## config.mk

```make
export PLATFORM = sky130hd
export DESIGN_NAME = sensor_frame_parser_sum_check_unit
export DESIGN_NICKNAME = d
export VERILOG_FILES = /design/src/hw/rtl/sfp_pkg.sv /design/src/hw/rtl/sfp_ctrl.sv /design/src/hw/rtl/sfp_dp.sv /design/src/hw/rtl/sensor_frame_parser_sum_check_unit.sv
export SDC_FILE = /design/constraint.sdc
export NUM_CORES = 1
export LEC_CHECK = 0
export BUFFER_PORTS_ARGS = -buffer_cell sky130_fd_sc_hd__buf_2
export CAP_MARGIN = 40
export CORE_MARGIN = 4
export CORE_UTILIZATION = 60
export CTS_BUF_LIST = sky130_fd_sc_hd__clkbuf_16
export CTS_CLUSTER_SIZE = 8
export DETAILED_ROUTE_END_ITERATION = 6
export GPL_TIMING_DRIVEN = 0
export PLACE_DENSITY = 0.9
export SLEW_MARGIN = 25
export SYNTH_ARGS = -nofsm -noshare
export SYNTH_HDL_FRONTEND = slang
export SYNTH_SLANG_ARGS = --single-unit
```

## constraint.sdc

```tcl
create_clock -name clk -period 3.6 [get_ports clk]
set_clock_uncertainty 0.05 [all_clocks]
set_input_delay 0.18 -clock clk [delete_from_list [all_inputs] [get_ports clk]]
set_output_delay 0.18 -clock clk [all_outputs]
set_load 0.1 [all_outputs]
```

## src/hw/rtl/sfp_pkg.sv

```systemverilog
// Shared constants and controller-to-datapath signal types of the sensor frame parser.
package sfp_pkg;

	localparam int FRAME_LEN_DEF = 13;
	localparam int BYTE_W = 8;
	localparam int IDX_W = 4;

	localparam logic [BYTE_W-1:0] HDR_BYTE = 8'hAA;
	localparam logic [BYTE_W-1:0] TAIL_BYTE = 8'h55;

	typedef struct packed {
		logic take;
		logic rd;
		logic adv;
	} sfp_cmd_t;

	typedef struct packed {
		logic frame_good;
		logic last_rd;
	} sfp_sts_t;

endpackage

```

## src/hw/rtl/sfp_ctrl.sv

```systemverilog
// Controller state machine of the sensor frame parser: receive, payload read and word output.
module sfp_ctrl (
	input  logic             clk,
	input  logic             arst_n,
	input  logic             in_valid,
	output logic             in_stall,
	output logic             out_valid,
	input  logic             out_stall,
	input  sfp_pkg::sfp_sts_t sts,
	output sfp_pkg::sfp_cmd_t cmd
);
	import sfp_pkg::*;

	localparam logic [1:0] ST_RX  = 2'd0;
	localparam logic [1:0] ST_RD  = 2'd1;
	localparam logic [1:0] ST_OUT = 2'd2;

	logic [1:0] state_q;
	logic [1:0] state_d;

	assign in_stall  = (state_q != ST_RX);
	assign out_valid = (state_q == ST_OUT);

	assign cmd.take = in_valid && (state_q == ST_RX);
	assign cmd.rd   = (state_q == ST_RD);
	assign cmd.adv  = (state_q == ST_OUT) && !out_stall;

	always_comb begin
		state_d = state_q;
		case (state_q)
			ST_RX: begin
				if (cmd.take && sts.frame_good) begin
					state_d = ST_RD;
				end
			end
			ST_RD: begin
				state_d = ST_OUT;
			end
			ST_OUT: begin
				if (!out_stall) begin
					state_d = sts.last_rd ? ST_RX : ST_RD;
				end
			end
			default: begin
				state_d = ST_RX;
			end
		endcase
	end

	always_ff @(posedge clk or negedge arst_n) begin
		if (!arst_n) begin
			state_q <= ST_RX;
		end else begin
			state_q <= state_d;
		end
	end

endmodule

```

## src/hw/rtl/sfp_dp.sv

```systemverilog
// Datapath of the sensor frame parser: frame position, checksum, payload store and readout.
module sfp_dp #(
	parameter int FRAME_LEN = sfp_pkg::FRAME_LEN_DEF
) (
	input  logic                       clk,
	input  logic                       arst_n,
	input  sfp_pkg::sfp_cmd_t          cmd,
	output sfp_pkg::sfp_sts_t          sts,
	input  logic [sfp_pkg::BYTE_W-1:0] rx_byte,
	output logic [sfp_pkg::BYTE_W-1:0] payload_byte,
	output logic [sfp_pkg::IDX_W-1:0]  payload_index,
	output logic                       last
);
	import sfp_pkg::*;

	localparam int PL = FRAME_LEN - 3;
	localparam int CW = $clog2(FRAME_LEN);
	localparam int AW = (PL > 1) ? $clog2(PL) : 1;
	localparam logic [CW-1:0] CSUM_POS = CW'(FRAME_LEN - 2);
	localparam logic [CW-1:0] TAIL_POS = CW'(FRAME_LEN - 1);
	localparam logic [CW-1:0] PL_POS = CW'(PL);
	localparam logic [AW-1:0] LAST_IDX = AW'(PL - 1);

	logic              in_frame_q;
	logic [CW-1:0]     cnt_q;
	logic [BYTE_W-1:0] sum_q;
	logic              csum_ok_q;
	logic [AW-1:0]     rd_idx_q;
	logic [BYTE_W-1:0] rdata_q;
	logic [BYTE_W-1:0] mem [PL];

	logic              hdr;
	logic              act;
	logic [CW-1:0]     pos;
	logic              is_pay;
	logic [AW-1:0]     wr_addr;
	logic [BYTE_W-1:0] sum_d;

	assign hdr     = (rx_byte == HDR_BYTE);
	assign act     = hdr || in_frame_q;
	assign pos     = hdr ? '0 : cnt_q;
	assign is_pay  = (pos != '0) && (pos <= PL_POS);
	assign wr_addr = AW'(pos - CW'(1));
	assign sum_d   = hdr ? '0 : (is_pay ? sum_q + rx_byte : sum_q);

	assign sts.frame_good = cmd.take && !hdr && in_frame_q && (pos == TAIL_POS)
		&& (rx_byte == TAIL_BYTE) && csum_ok_q;
	assign sts.last_rd = (rd_idx_q == LAST_IDX);

	assign payload_byte  = rdata_q;
	assign payload_index = IDX_W'(rd_idx_q);
	assign last          = sts.last_rd;

	always_ff @(posedge clk or negedge arst_n) begin
		if (!arst_n) begin
			in_frame_q <= 1'b0;
			cnt_q      <= '0;
			sum_q      <= '0;
			csum_ok_q  <= 1'b0;
			rd_idx_q   <= '0;
		end else begin
			if (cmd.take && act) begin
				sum_q <= sum_d;
				if (pos == CSUM_POS) begin
					csum_ok_q <= (sum_q == rx_byte);
				end
				if (pos == TAIL_POS) begin
					in_frame_q <= 1'b0;
					cnt_q      <= '0;
				end else begin
					in_frame_q <= 1'b1;
					cnt_q      <= pos + CW'(1);
				end
			end
			if (cmd.adv) begin
				rd_idx_q <= sts.last_rd ? '0 : rd_idx_q + AW'(1);
			end
		end
	end

	always_ff @(posedge clk) begin
		if (cmd.take && act && is_pay) begin
			mem[wr_addr] <= rx_byte;
		end
		if (cmd.rd) begin
			rdata_q <= mem[rd_idx_q];
		end
	end

endmodule

```

## src/hw/rtl/sensor_frame_parser_sum_check_unit.sv

```systemverilog
// Top level of the sensor frame parser. Received bytes enter one word per cycle while the block
// is receiving; a 0xAA byte always opens a new frame of FRAME_LEN bytes (header, FRAME_LEN-3
// payload bytes, checksum, 0x55 tail). The checksum is compared as it arrives and the tail at the
// last byte, so a frame is judged in the cycle its tail is taken. A good frame is then read back
// from the payload store, which has a single registered read port: each word is read, then held
// at the output while out_stall is high, and input is stalled for the whole run; a bad frame is
// dropped without output and the block goes on receiving.
module sensor_frame_parser_sum_check_unit #(
	parameter int FRAME_LEN = sfp_pkg::FRAME_LEN_DEF
) (
	input  logic                       clk,
	input  logic                       arst_n,
	input  logic                       in_valid,
	output logic                       in_stall,
	input  logic [sfp_pkg::BYTE_W-1:0] rx_byte,
	output logic                       out_valid,
	input  logic                       out_stall,
	output logic [sfp_pkg::BYTE_W-1:0] payload_byte,
	output logic [sfp_pkg::IDX_W-1:0]  payload_index,
	output logic                       last
);
	import sfp_pkg::*;

	sfp_cmd_t cmd;
	sfp_sts_t sts;

	sfp_ctrl u_ctrl (
		.clk       (clk),
		.arst_n    (arst_n),
		.in_valid  (in_valid),
		.in_stall  (in_stall),
		.out_valid (out_valid),
		.out_stall (out_stall),
		.sts       (sts),
		.cmd       (cmd)
	);

	sfp_dp #(
		.FRAME_LEN (FRAME_LEN)
	) u_dp (
		.clk           (clk),
		.arst_n        (arst_n),
		.cmd           (cmd),
		.sts           (sts),
		.rx_byte       (rx_byte),
		.payload_byte  (payload_byte),
		.payload_index (payload_index),
		.last          (last)
	);

endmodule

```

Word level (Yosys, flattened, before mapping)
Memories as Yosys holds them, arrays and structs flattened. A register that Yosys moved wholly into a read port is not among the register bits.
Cells that the tools add are included.

cells by class
  $add $sub $neg = 4
  magnitude comparators = 1
  equality and inequality tests = 10
  muxes and demuxes = 12
  reductions and logical operators = 21

operator list
  operator               count
  $mux W8                2
  $eq A4 B4 Y1 const B   3
  $mux W4                3
  $logic_and A1 B1 Y1    11
  $add A4 B1 Y4 const B  2
  $add A8 B8 Y8          1
  $eq A8 B7 Y1 const B   1
  $eq A8 B8 Y1           1
  $eq A8 B8 Y1 const B   1
  $pmux W2 S3            1
  $reduce_and A2 Y1      3
  $le A4 B4 Y1 const B   1
  $mux W1                4
  $mux W2                2
  $ne A2 B2 Y1 const B   2
  $reduce_bool A2 Y1     2
  $reduce_bool A4 Y1     1
  $sub A4 B1 Y4 const B  1
  $eq A2 B1 Y1 const B   1
  $eq A2 B2 Y1 const B   1
  $logic_not A1 Y1       2
  $logic_not A2 Y1       1
  $logic_or A1 B1 Y1     1

storage, ports and cells
  flip-flop bits (word level) = 20
  RAM bits = 80
  logic and storage cells = 55
  memories kept = 1

memory list
  memory    depth  bits a word  read ports  clocked after Yosys merged registers in  wr ports  line          RTL
  u_dp.mem  10     8            1           1                                        1         sfp_dp.sv:30  logic [BYTE_W-1:0] mem [PL];

Longest topological paths before layout
Gate-level depths: netlist (run 1).

  word-level depth = 10
  mapped depth = 10

Cells and area by module
From an unflattened synthesis (run 1), not the netlist that was laid out.

unflattened totals
  cells, all modules = 307
  area total of the unflattened synthesis = 4788.3 µm²

by module, submodules not included
  module    instances  cells each  area each (µm²)  sequential area each (µm²)
  sfp_dp    1          294         4670.7           3093.0
  sfp_ctrl  1          13          117.6            50.0

Worst setup path before layout (run 1)
No wires, ideal clock.

  kind = register to register
  from = register u_dp.rd_idx_q[0], in the netlist u_dp.payload_index[0]
  to = register u_ctrl.state_q[0]
  arrival = 4.020 ns
  required time = 3.309 ns
  path slack = -0.711 ns
  cell stages (with the launch flop) = 5
  buffers on the path = 2
  period minus slack after synthesis = 4.311 ns
  cells stage by stage = dfrtp_1 -> buf_4 -> buf_4 -> nor3b_1 -> o22ai_1

between the ends
  cells in the longest elaborated chain, start to end = 4

ends and longest elaborated chain
  item                      line                                      RTL
  start: declaration        sfp_dp.sv:28                              logic [AW-1:0] rd_idx_q;
  start signal: assignment  sfp_dp.sv:76                              rd_idx_q <= sts.last_rd ? '0 : rd_idx_q + AW'(1);
  $eq A4 B4 Y1              sfp_dp.sv:48                              assign sts.last_rd = (rd_idx_q == LAST_IDX);
  named net last            sensor_frame_parser_sum_check_unit.sv:20  output logic last
  $mux W1                   sfp_ctrl.sv:41                            state_d = sts.last_rd ? ST_RX : ST_RD;
  $mux W2                   sfp_ctrl.sv:40                            if (!out_stall) begin
  $pmux W2 S3               sfp_ctrl.sv:30                            case (state_q)
  end signal: assignment    sfp_ctrl.sv:54                            state_q <= state_d;
  end: declaration          sfp_ctrl.sv:18                            logic [1:0] state_q;

The timed path passes the listed nets, and every way through them passes these cells. The select of a mux whose other input is x is not followed.
A chain may end at the register's enable or synchronous reset.

Worst setup path after layout (run 1)
  from = input port rx_byte[3] (netlist bit)
  to = memory u_dp.mem[8][3], enable pin

between the ends
  cells in the longest elaborated chain, start to end = 7
  elaborated cells on any way between the ends = 11
  classes of those cells = add/sub: 1; order compare: 1; eq/ne: 1; mux: 3; reduce/logical: 5

ends and longest elaborated chain
  item                                                line                                      RTL
  start: declaration                                  sensor_frame_parser_sum_check_unit.sv:15  input logic [sfp_pkg::BYTE_W-1:0] rx_byte,
  $eq A8 B8 Y1 *                                      sfp_dp.sv:39                              assign hdr = (rx_byte == HDR_BYTE);
  $mux W4                                             sfp_dp.sv:41                              assign pos = hdr ? '0 : cnt_q;
  $le A4 B4 Y1 or $reduce_bool A4 Y1 (tied branches)  sfp_dp.sv:42                              assign is_pay = (pos != '0) && (pos <= PL_POS);
  $logic_and A1 B1 Y1                                 sfp_dp.sv:42
  $logic_and A1 B1 Y1                                 sfp_dp.sv:82                              if (cmd.take && act && is_pay) begin
  $mux W1                                             sfp_dp.sv:82
  $mux W1 (not written as such)                       sfp_dp.sv:83                              mem[wr_addr] <= rx_byte;
  end: declaration                                    sfp_dp.sv:30

Every way passes the cells marked *; elsewhere a longest branch is shown, timed or not.

==> results.py, run 1 <==
metrics = {
    "clock_network": {
        "clock_latency_ns": 0.34,
        "tritoncts": "built",
        "cts.root.buffer_cell": "sky130_fd_sc_hd__clkbuf_16",
        "cts-buffers-inserted": 9,
        "cts_hold_buffers": 1,
        "cts-resized-gates": 0,
        "count_of_h_tree_levels_built_during_cts": 3,
        "clkSlewWorstSetupHoldPaths_ns": 0.07,
        "cts_buffer_depth": 2,
        "cts_sinks": 108,
        "post-cts-setup-buffer-count": 0,
    },
    "floorplanning": {
        "rows": 32,
        "chipWidth_um": 98.5,
        "starting_density_of_the_core_pct": 62.6,
        "ioPinCount": 27,
        "core_region_area_mm2": 0.00785,
        "die_area_mm2": 0.00970,
        "overall_die_height_um": 98.5,
    },
    "min_path": {
        "hold-path-endpoint": "u_ctrl.state_q[1]$_DFFE_PN0P_",
        "hp_class": "in2reg",
        "hold_path.startpoint": "out_stall",
        "hold_path_depth": 2,
    },
    "setup_path": {
        "worst_path_most_repeated_cell": "sky130_fd_sc_hd__buf_2",
        "critPathSlowestCell": "sky130_fd_sc_hd__nor3_1",
        "setup.worst_path.class": "in2reg",
        "crit_path_start_kind": "primary input",
        "critical-path-max-stage-delay_ns": 0.50,
        "rr_startpoint": "u_dp.cnt_q[0]$_DFFE_PN0P_",
        "r2r_cells": 9,
        "worstReg2RegEnd": "u_dp.mem[8][3]$_DFFE_PP_",
        "critical_path.endpoint_type": "flop",
        "worst-path-max-fanout": 13,
        "series_of_cell_instances_along_the_critical_path": "buf_2 > and4bb_2 > nand2_1 > and2_1 > inv_1 > ha_1 > nor2b_1 > o21ai_0 > a21oi_1 > or2b_1 > nor3_1 > buf_2",
        "worst_ep_arrival_time_ns": 3.02,
        "required_ns": 3.60,
        "setup_slack_of_the_most_critical_reg_to_reg_path_ns": 0.82,
    },
    "timing": {
        "tightest_slew_ns": 0.579,
        "fin_crit_ns": 3.02,
        "rsz0062_at_grt": "false",
        "timing.final.ws_setup_ns": 0.579,
        "max_freq_ghz": 0.331,
        "total_negative_setup_slack_ns": 0,
        "setup_violations_final": 0,
        "fin_crit_sh_pct": 83.9,
        "hold_viol": 0,
        "worst_slew_margin_rel_pct": 61.1,
        "timing.final.max_slew_violations": 0,
    },
    "synth": {
        "yosysWarningCount": 0,
        "synth.largest_area_cell": "sky130_fd_sc_hd__edfxtp_1",
        "syn_inst": 313,
        "syn-num-nets": 340,
        "ys_ff_latch": 108,
        "yosysSeqAreaShare_pct": 64.0,
        "ys_top_cells_by_area": "sky130_fd_sc_hd__edfxtp_1 (54%), sky130_fd_sc_hd__dfrtp_1 (10%), sky130_fd_sc_hd__mux4_2 (7.3%)",
        "synth_edf_count": 88,
        "synth-main-ff-cell": "sky130_fd_sc_hd__edfxtp_1",
        "post_synth_most_frequent_cells": "sky130_fd_sc_hd__edfxtp_1 (88), sky130_fd_sc_hd__dfrtp_1 (20), sky130_fd_sc_hd__a21oi_1 (16), sky130_fd_sc_hd__mux4_2 (16), sky130_fd_sc_hd__nand2_1 (15)",
        "async_flop_share_pct": 18.5,
        "proportion_of_netlist_area_held_by_the_largest_area_contributor_pct": 53.8,
        "synthMostInstantiatedCell": "sky130_fd_sc_hd__edfxtp_1",
        "synth.distinct_cells": 55,
        "postSynthAreaPerCell_um2": 15.7,
        "synth_area_mm2": 0.00491,
    },
    "grt": {
        "grt_max_degree": 21,
        "grt.total_usage_pct": 22.8,
        "first_pass_grt_wire_length_um": 16500,
        "first_global_vias": 3108,
        "gr-total-overflow": 0,
        "number_of_antenna_violations_at_the_first_check_in_global_routing": 0,
    },
    "placed_design": {
        "io_buffer_count": 26,
        "dp.final_hpwl_um": 7130,
        "gp_routability_congestion": 0.843,
        "postPlaceCellArea_mm2": 0.00519,
        "dpl_worst_slack_ns": 0.288,
        "place_inst": 443,
    },
    "power_and_ir_drop": {
        "total_leakage_power_nw": 2.02,
        "max-vdd-ir-drop_v": 0.000401,
        "power_density_mw_per_mm2": 555,
        "power.total_w": 0.00306,
    },
    "final_layout": {
        "stdcell_area_mm2": 0.00552,
        "final.fill_count": 513,
        "post_layout_cell_count": 460,
        "multiInputGateArea_mm2": 0.00168,
        "seq_area_mm2": 0.00314,
        "diodes": 0,
        "drive_above_1_share_pct": 23.2,
        "area.growth.synth_to_final_pct": 12.3,
        "num-nets-final": 380,
    },
    "detailed_routing": {
        "detail_route.first_pass.iterations": 5,
        "postRouteWirelength_um": 10400,
        "drt_drc_violations_left": 0,
        "vias": 2942,
        "ant_nets": 0,
        "avgViaCountPerCell": 6.40,
        "drt-initial-drc-count": 164,
        "post_drt_wl_per_cell_um": 22.7,
    },
    "run": {
        "max_cap_violations": 0,
    },
    "outcome": {
        "outcome": "completed",
    },
}
[flip-flops by register name (all words and copies together), names as in the netlist]
name and flops:
u_dp.mem 80, u_dp.payload_byte 8, u_dp.sum_q 8, u_dp.cnt_q 4, u_dp.payload_index 4, u_ctrl.state_q 2, u_dp.csum_ok_q 1, u_dp.in_frame_q 1
[how the worst max path moves through the flow]
stage / start / slack [ns] / end / depth (start not counted)
5_1_grt: rx_byte[1] / 0.33 / u_dp.mem[9][5]$_DFFE_PP_ / 12
4_1_cts: rx_byte[1] / 0.65 / u_dp.mem[8][3]$_DFFE_PP_ / 12
3_5_place_dp: rx_byte[1] / 0.29 / u_dp.mem[8][4]$_DFFE_PP_ / 12
2_1_floorplan: u_dp.payload_index[0]$_DFFE_PN0P_ / 0.42 / u_ctrl.state_q[0]$_DFFE_PN0P_ / 4
6_report: rx_byte[3] / 0.58 / u_dp.mem[8][3]$_DFFE_PP_ / 12
3_3_place_gp: rx_byte[3] / 0.18 / u_dp.mem[9][3]$_DFFE_PP_ / 11
[layout by cell type (no fill, tap or decap), types with 3 or more instances in the layout]
cell / count
sky130_fd_sc_hd__a211oi_1: 11
sky130_fd_sc_hd__a21o_1: 4
sky130_fd_sc_hd__a21oi_1: 16
sky130_fd_sc_hd__a22o_1: 8
sky130_fd_sc_hd__and2_1: 12
sky130_fd_sc_hd__and3_1: 10
sky130_fd_sc_hd__buf_2: 31
sky130_fd_sc_hd__clkbuf_1: 4
sky130_fd_sc_hd__clkbuf_16: 9
sky130_fd_sc_hd__dfrtp_1: 20
sky130_fd_sc_hd__edfxtp_1: 88
sky130_fd_sc_hd__ha_1: 14
sky130_fd_sc_hd__inv_1: 5
sky130_fd_sc_hd__mux2i_1: 10
sky130_fd_sc_hd__mux4_2: 16
sky130_fd_sc_hd__nand2_1: 15
sky130_fd_sc_hd__nand2b_1: 3
sky130_fd_sc_hd__nor2b_1: 4
sky130_fd_sc_hd__nor3_1: 5
sky130_fd_sc_hd__nor4_1: 3
sky130_fd_sc_hd__o21ai_0: 12
sky130_fd_sc_hd__o21bai_1: 3
sky130_fd_sc_hd__xnor2_1: 5
[routing by layer]
layer  wire length (µm)  GRT usage, %  part of all wire (%)  vias to the layer above
met5                  0             0                     0                        -
li1                   -             -                     -                     1310
met4                364          8.93                   3.5                        0
met3                607          6.02                   5.8                       33
met2               5600          40.2                    54                      123
met1               3850          26.6                    37                     1476
[logic make-up (layout without fill, tap and decap cells)]
family                   count (synthesis)  count (layout)  share of synthesized area (%)
flip-flops                             108             108                           64.0
AND/OR/NAND/NOR                         71              71                           9.50
AO/OA/AOI/OAI                           65              65                           9.17
multiplexers                            30              30                           10.4
buffers and inverters                   18              63                           1.91
adder cells (fa/ha/maj)                 15              15                           3.97
XOR/XNOR                                 6               6                           1.07
[final cells by class]
cell class,count,area share [%]
plain buffers,12,1.29
clock buffers,9,4.08
clock inverters,7,1.77
inverters,6,0.408
multi-input cells,187,30.5
flip-flops and latches,108,56.9
well taps,102,2.31
repair buffers,29,2.72
[critical path, delay by kind of cell]
kind	cells	cell delay, ns
compound gates	2	0.38
buf+inv	3	0.70
fa+ha+maj	1	0.17
simple gates	6	1.57
[where the power goes]
part / switching, W / leakage [nW] / internal (W)
Combinational: 0.000310 / 0.804 / 0.000240
Clock: 0.000437 / 0.152 / 0.000613
Sequential: 0.0000516 / 1.06 / 0.00141
Total: 0.000799 / 2.02 / 0.00226
[per-stage QoR]
stage / hold WS [ns] / utilization, %
after CTS: 0.0653 / 70.3
after detailed placement: 0.126 / 66.1
after global placement: 0.122 / 66.0
final: 0.0709 / 70.3
after global routing: 0.0778 / 70.3
after floorplan: -0.166 / -
No activity file was read; power rests on OpenSTA's default activity.
==> run 2, diff against run 1 <==
- ABC_AREA: default -> 1
- clock period: 3.6 -> 3 ns (I/O delays scaled with it)
==> run 2 against run 1 <==
  * Critical path depth up 3
  * Count of clock-buffer cells in the layout unchanged
  * Area after synthesis down 0.99%
  * Via count up 23%
  * Global-route usage up 1.7 points
  * Synthesized cell count up 39%
  * Largest power group is now combinational logic
  * Sequential share of layout area up 0.34 points
  * Clock power up 18%
  * Combinational power rose to 4.1 times the previous value
  * Utilization down 0.056 points
==> results.py, run 2 <==
metrics = {
    "final_layout": {
        "final_common_cell": "sky130_fd_sc_hd__edfxtp_1",
        "area.growth.synth_to_final_pct": 12.8,
        "diodes": 0,
        "drive_above_1_share_pct": 11.9,
        "mostFrequentLayoutCells": "sky130_fd_sc_hd__edfxtp_1 (88), sky130_fd_sc_hd__nand2_1 (71), sky130_fd_sc_hd__nor2_1 (48)",
        "flip_flop_count_of_the_largest_register_all_copies_and_words_added": 80,
        "num-nets-final": 503,
        "seq_area_mm2": 0.00314,
        "top_register": "u_dp.mem",
        "multiInputGateArea_mm2": 0.00155,
        "final.fill_count": 511,
    },
    "detailed_routing": {
        "drt_drc_violations_left": 0,
        "vias": 3623,
        "ant_nets": 0,
        "drt-initial-drc-count": 348,
        "post_drt_wl_per_cell_um": 20.2,
        "postRouteWirelength_um": 11700,
        "detail_route.first_pass.iterations": 5,
        "avgViaCountPerCell": 6.21,
    },
    "setup_path": {
        "critical_path.endpoint_type": "flop",
        "crit_path_start_kind": "primary input",
        "worst_ep_arrival_time_ns": 2.59,
        "worst-path-max-fanout": 13,
        "rr_startpoint": "u_dp.cnt_q[1]$_DFFE_PN0P_",
        "setup.worst_path.class": "in2reg",
        "required_ns": 2.92,
        "critPathSlowestCell": "sky130_fd_sc_hd__nor2_1",
        "series_of_cell_instances_along_the_critical_path": "buf_2 > nand2_1 > nor2_1 > nand2_2 > buf_6 > nand2_1 > ha_1 > inv_1 > nor2_1 > nor2_1 > nand2_4 > nand3_4 > inv_4 > nand2_2 > nor2_1",
        "critical-path-max-stage-delay_ns": 0.62,
        "worst_path_most_repeated_cell": "sky130_fd_sc_hd__nor2_1",
        "critPathLaunch": "rx_byte[3]",
        "worst_path_dominant_cell_family": "simple AND/OR/NAND/NOR gates",
        "worst-path-buf-inv": 4,
    },
    "grt": {
        "grt_max_degree": 21,
        "grt.total_usage_pct": 24.5,
        "first_global_vias": 3498,
        "gr-total-overflow": 0,
        "first_pass_grt_wire_length_um": 17900,
        "number_of_antenna_violations_at_the_first_check_in_global_routing": 0,
    },
    "placed_design": {
        "gp_routability_congestion": 0.871,
        "dpl_worst_slack_ns": -0.106,
        "dp.final_hpwl_um": 7680,
        "io_buffer_count": 26,
    },
    "clock_network": {
        "cts-resized-gates": 0,
        "cts.root.buffer_cell": "sky130_fd_sc_hd__clkbuf_16",
        "cts-buffers-inserted": 9,
        "count_of_h_tree_levels_built_during_cts": 3,
        "cts_buffer_depth": 2,
        "post-cts-setup-buffer-count": 0,
        "clkSlewWorstSetupHoldPaths_ns": 0.07,
        "cts_sinks": 108,
        "clock_latency_ns": 0.35,
        "tritoncts": "built",
    },
    "timing": {
        "max_freq_ghz": 0.375,
        "setup_violations_final": 0,
        "worst_slew_margin_rel_pct": 45.5,
        "timing.final.ws_setup_ns": 0.335,
        "tightest_slew_ns": 0.814,
        "timing.final.max_slew_violations": 0,
        "total_negative_setup_slack_ns": 0,
        "rsz0062_at_grt": "false",
        "fin_crit_sh_pct": 88.8,
        "hold_viol": 0,
        "fin_crit_ns": 2.66,
    },
    "synth": {
        "synth-main-ff-cell": "sky130_fd_sc_hd__edfxtp_1",
        "postSynthAreaPerCell_um2": 11.2,
        "synthMostInstantiatedCell": "sky130_fd_sc_hd__edfxtp_1",
        "ys_top_cells_by_area": "sky130_fd_sc_hd__edfxtp_1 (54%), sky130_fd_sc_hd__dfrtp_1 (10%), sky130_fd_sc_hd__nand2_1 (5.5%)",
        "yosysSeqAreaShare_pct": 64.6,
        "async_flop_share_pct": 18.5,
        "syn-num-nets": 461,
        "ys_ff_latch": 108,
        "proportion_of_netlist_area_held_by_the_largest_area_contributor_pct": 54.3,
        "synth.largest_area_cell": "sky130_fd_sc_hd__edfxtp_1",
        "synth.distinct_cells": 29,
        "syn_inst": 434,
        "synth_area_mm2": 0.00487,
        "synth_edf_count": 88,
        "yosysWarningCount": 0,
        "post_synth_most_frequent_cells": "sky130_fd_sc_hd__edfxtp_1 (88), sky130_fd_sc_hd__nand2_1 (71), sky130_fd_sc_hd__nor2_1 (48)",
    },
    "power_and_ir_drop": {
        "p_seq_share_pct": 36.3,
        "max-vdd-ir-drop_v": 0.000565,
        "switching_power_w": 0.00226,
        "p_int_w": 0.00318,
        "clockPowerShare_pct": 22.7,
        "total_leakage_power_nw": 2.17,
        "power_density_mw_per_mm2": 992,
        "combinationalPowerShare_pct": 41.0,
        "switching_share_pct": 41.6,
    },
    "floorplanning": {
        "core_region_area_mm2": 0.00781,
        "die_area_mm2": 0.00961,
        "starting_density_of_the_core_pct": 62.3,
        "chipWidth_um": 98.1,
        "ioPinCount": 27,
        "overall_die_height_um": 98.1,
        "rows": 32,
    },
    "run": {
        "max_cap_violations": 0,
    },
    "min_path": {
        "hold_path.startpoint": "rx_byte[6]",
        "hp_class": "in2reg",
    },
    "outcome": {
        "outcome": "completed",
    },
}
## run 2: cell count changes in the layout (fill, tap and decap cells not counted), sizes merged, moves of 16 or more
| cell | delta |
|---|---|
| nand2 | +64 |
| nor2 | +46 |
| nand3 | +45 |
| o21ai | +28 |
| inv | +22 |
| mux4 | -16 |
| o2111ai | +16 |
## run 2: routing by layer
| layer | routed length (µm) | part of all wire, % | global-route usage [%] |
|---|---|---|---|
| met2 | 5730 | 49 | 41.2 |
| met4 | 709 | 6.0 | 15.4 |
| met3 | 1030 | 8.8 | 5.21 |
| met1 | 4280 | 36 | 28.4 |
| met5 | 0 | 0 | 0 |
## run 2: power groups by stage
| stage | Sequential [W] | Clock (W) | Combinational, W |
|---|---|---|---|
| 3_3_place_gp | 0.00199 | 0 | 0.00204 |
| 3_5_place_dp | 0.00200 | 0 | 0.00213 |
| 4_1_cts | 0.00198 | 0.00124 | 0.00217 |
| 2_1_floorplan | 0.00221 | 0 | 0.00135 |
| 6_report | 0.00198 | 0.00124 | 0.00223 |
| 5_1_grt | 0.00200 | 0.00130 | 0.00240 |
## run 2: stage by stage
step | hold slack [ns] | instances | cell area [µm²] | total power [W] | util, %
finish | 0.123 | 583 | 5490 | 0.00545 | 70.3
global route | 0.130 | 583 | 5490 | 0.00569 | 70.3
CTS | 0.117 | 580 | 5470 | 0.00539 | 70.0
detailed placement | 0.0853 | 562 | 5130 | 0.00413 | 65.8
global placement | 0.0816 | 562 | 5130 | 0.00403 | 65.8
floorplan | -0.196 | 434 | 4880 | 0.00357 | -
## run 2: repair_timing
item	in CTS	in global routing
endpoints found under the hold margin	21	0
hold buffers	2	0
setup endpoints to repair	0	0
## run 2: cells by family after synthesis
logic type | count (synthesis) | share of synthesized area [%]
and+or+nand+nor | 188 | 17.5
DFF | 108 | 64.6
AOI/OAI and AO/OA | 69 | 8.59
buffers and inverters | 46 | 3.83
adders and majority gates | 15 | 4.01
xor gates and xnor gates | 8 | 1.44
## run 2: worst paths after layout
| kind | slack (ns) | end | cells past startpoint |
|---|---|---|---|
| max | 0.34 | u_dp.mem[5][5]$_DFFE_PP_ | 15 |
| min | 0.12 | u_dp.mem[8][6]$_DFFE_PP_ | 1 |
| max reg2reg | 0.40 | u_dp.mem[5][5]$_DFFE_PP_ | 11 |
| min reg2reg | 0.47 | u_dp.csum_ok_q$_DFFE_PN0P_ | 2 |
| max in group asynchronous | 2.30 | u_dp.sum_q[7]$_DFFE_PN0P_ | 2 |
| min in group asynchronous | 0.26 | u_ctrl.state_q[1]$_DFFE_PN0P_ | 2 |
## run 2: cell type report
type                            count  area share, %
Inverter                           32           2.23
Tap cell                          102           2.33
Clock inverter                      7           1.55
Multi-Input combinational cell    280           28.2
Timing Repair Buffer               31           3.15
Clock buffer                        9           4.10
Sequential cell                   108           57.3
Buffer                             14           1.16
## run 2: worst register-to-register path, cell delays in order (launching register included)
cell and delay [ns]:
sky130_fd_sc_hd__dfrtp_1 0.38, sky130_fd_sc_hd__nand2_1 0.21, sky130_fd_sc_hd__inv_1 0.20, sky130_fd_sc_hd__ha_1 0.17, sky130_fd_sc_hd__inv_1 0.04, sky130_fd_sc_hd__nor2_1 0.07
sky130_fd_sc_hd__nor2_1 0.07, sky130_fd_sc_hd__nand2_4 0.10, sky130_fd_sc_hd__nand3_4 0.14, sky130_fd_sc_hd__inv_4 0.11, sky130_fd_sc_hd__nand2_2 0.07, sky130_fd_sc_hd__nor2_1 0.62
==> run 3, diff against run 2 <==
- ABC_AREA: 1 -> default
- GPL_ROUTABILITY_DRIVEN: default -> 0
==> run 3 against run 2 <==
  * Utilization is 0.44 points lower
  * Highest routed layer unchanged
  * Largest cell class unchanged
  * Wire length is 12% lower
  * Largest power group is now registers
  * Sequential power is 12% lower
  * Power is 36% lower
  * Critical path depth is 4 lower
  * First-iteration DRC count is 24% lower
==> results.py, run 3 (same netlist as run 1, synthesis figures left out) <==
metrics = {
    "outcome": {
        "outcome": "completed",
    },
    "grt": {
        "gr-total-overflow": 0,
        "first_pass_grt_wire_length_um": 16100,
        "grt_max_degree": 21,
        "grt.total_usage_pct": 22.2,
        "first_global_vias": 3065,
        "number_of_antenna_violations_at_the_first_check_in_global_routing": 0,
    },
    "floorplanning": {
        "rows": 32,
        "core_region_area_mm2": 0.00785,
        "die_area_mm2": 0.00970,
        "starting_density_of_the_core_pct": 62.6,
        "chipWidth_um": 98.5,
        "overall_die_height_um": 98.5,
        "ioPinCount": 27,
    },
    "final_layout": {
        "mostFrequentLayoutCells": "sky130_fd_sc_hd__edfxtp_1 (88), sky130_fd_sc_hd__buf_2 (31), sky130_fd_sc_hd__dfrtp_1 (20)",
        "diodes": 0,
        "flip_flop_count_of_the_largest_register_all_copies_and_words_added": 80,
        "final_common_cell": "sky130_fd_sc_hd__edfxtp_1",
        "area.growth.synth_to_final_pct": 11.5,
        "final.fill_count": 536,
        "drive_above_1_share_pct": 23.5,
        "top_register": "u_dp.mem",
        "num-nets-final": 380,
    },
    "detailed_routing": {
        "drt_drc_violations_left": 0,
        "ant_nets": 0,
        "postRouteWirelength_um": 10300,
        "vias": 2944,
        "post_drt_wl_per_cell_um": 22.5,
        "drt-initial-drc-count": 265,
        "detail_route.first_pass.iterations": 5,
        "avgViaCountPerCell": 6.40,
    },
    "setup_path": {
        "setup.worst_path.class": "in2reg",
        "required_ns": 2.94,
        "worst_ep_arrival_time_ns": 2.77,
        "crit_path_start_kind": "primary input",
        "worst-path-max-fanout": 16,
        "setup_slack_of_the_most_critical_reg_to_reg_path_ns": 0.37,
        "critical_path.endpoint_type": "flop",
    },
    "clock_network": {
        "clock_latency_ns": 0.34,
        "cts_sinks": 108,
        "cts_buffer_depth": 2,
        "cts.root.buffer_cell": "sky130_fd_sc_hd__clkbuf_16",
        "count_of_h_tree_levels_built_during_cts": 3,
        "tritoncts": "built",
        "cts-buffers-inserted": 9,
        "clkSlewWorstSetupHoldPaths_ns": 0.07,
    },
    "placed_design": {
        "io_buffer_count": 26,
        "dp.final_hpwl_um": 6980,
    },
    "timing": {
        "timing.final.max_slew_violations": 0,
        "rsz0062_at_grt": "false",
        "hold_ws_ns": 0.00897,
        "max_freq_ghz": 0.353,
        "fin_crit_sh_pct": 94.3,
        "tightest_slew_ns": 0.549,
        "setup_violations_final": 0,
        "worst_slew_margin_rel_pct": 63.4,
        "total_negative_setup_slack_ns": 0,
        "fin_crit_ns": 2.83,
        "hold_viol": 0,
    },
    "power_and_ir_drop": {
        "power_density_mw_per_mm2": 636,
        "max-vdd-ir-drop_v": 0.000522,
        "power.total_w": 0.00349,
        "total_leakage_power_nw": 2.00,
    },
    "run": {
        "max_cap_violations": 0,
    },
    "min_path": {
        "hp_class": "in2reg",
    },
}
==> run 3: worst paths after layout <==
path | startpoint | end | cells after the start
setup / recovery | rx_byte[7] | u_dp.mem[5][5]$_DFFE_PP_ | 11
hold / removal | out_stall | u_ctrl.state_q[1]$_DFFE_PN0P_ | 2
setup reg to reg | u_dp.cnt_q[0]$_DFFE_PN0P_ | u_dp.mem[5][5]$_DFFE_PP_ | 8
hold reg to reg | u_dp.sum_q[0]$_DFFE_PN0P_ | u_dp.sum_q[0]$_DFFE_PN0P_ | 1
max in group asynchronous | arst_n | u_dp.payload_index[0]$_DFFE_PN0P_ | 2
min in group asynchronous | arst_n | u_dp.sum_q[5]$_DFFE_PN0P_ | 2
==> run 3: area by class of cell <==
| cell class | instances | area, µm² | area share, % |
|---|---|---|---|
| plain buffers | 12 | 71.3 | 1.30 |
| clock buffers | 9 | 225 | 4.11 |
| clock inverters | 7 | 38.8 | 0.708 |
| inverters | 6 | 22.5 | 0.411 |
| multi-input cells | 187 | 1700 | 31.1 |
| flip-flops and latches | 108 | 3140 | 57.3 |
| well taps | 102 | 128 | 2.33 |
| repair buffers | 29 | 150 | 2.74 |
==> run 3: critical path, cell delays in order <==
cell	delay [ns]
sky130_fd_sc_hd__buf_2	0.29
sky130_fd_sc_hd__and4bb_1	0.26
sky130_fd_sc_hd__nand2_1	0.20
sky130_fd_sc_hd__and2_1	0.29
sky130_fd_sc_hd__inv_1	0.15
sky130_fd_sc_hd__ha_1	0.17
sky130_fd_sc_hd__nor2b_1	0.04
sky130_fd_sc_hd__o21ai_0	0.28
sky130_fd_sc_hd__and4_4	0.35
sky130_fd_sc_hd__buf_6	0.15
sky130_fd_sc_hd__and3_1	0.43
==> run 3: where the power goes <==
| group | leakage (nW) | internal (W) | switching, W | total (W) |
|---|---|---|---|---|
| Combinational | 0.803 | 0.000290 | 0.000389 | 0.000679 |
| Sequential | 1.06 | 0.00169 | 0.0000579 | 0.00175 |
| Clock | 0.137 | 0.000554 | 0.000502 | 0.00106 |
==> run 3: per-stage QoR <==
stage               cells  worst slack [ns]  util [%]  cell area [µm²]
floorplan             313             0.245         -             4930
detailed placement    443            -0.339      66.2             5190
finish                460             0.170      69.9             5480
CTS                   460            0.0236      69.7             5470
global placement      441            -0.347      66.1             5180
global route          460           0.00269      69.9             5480
==> run 3: repair_timing <==
action | CTS | global route
endpoints found under the setup margin | 5 | 23
resized for setup | 1 | 4
hold buffers | 1 | 0
hold endpoints to repair | 20 | 0
buffers inserted | 0 | 0
==> run 3: per-layer routing <==
layer | global-route usage (%) | up-vias | part of all wire, %
li1 | - | 1324 | -
met1 | 27.1 | 1475 | 38
met2 | 39.1 | 122 | 52
met3 | 4.03 | 23 | 6.8
met4 | 8.61 | 0 | 2.6
met5 | 0 | - | 0
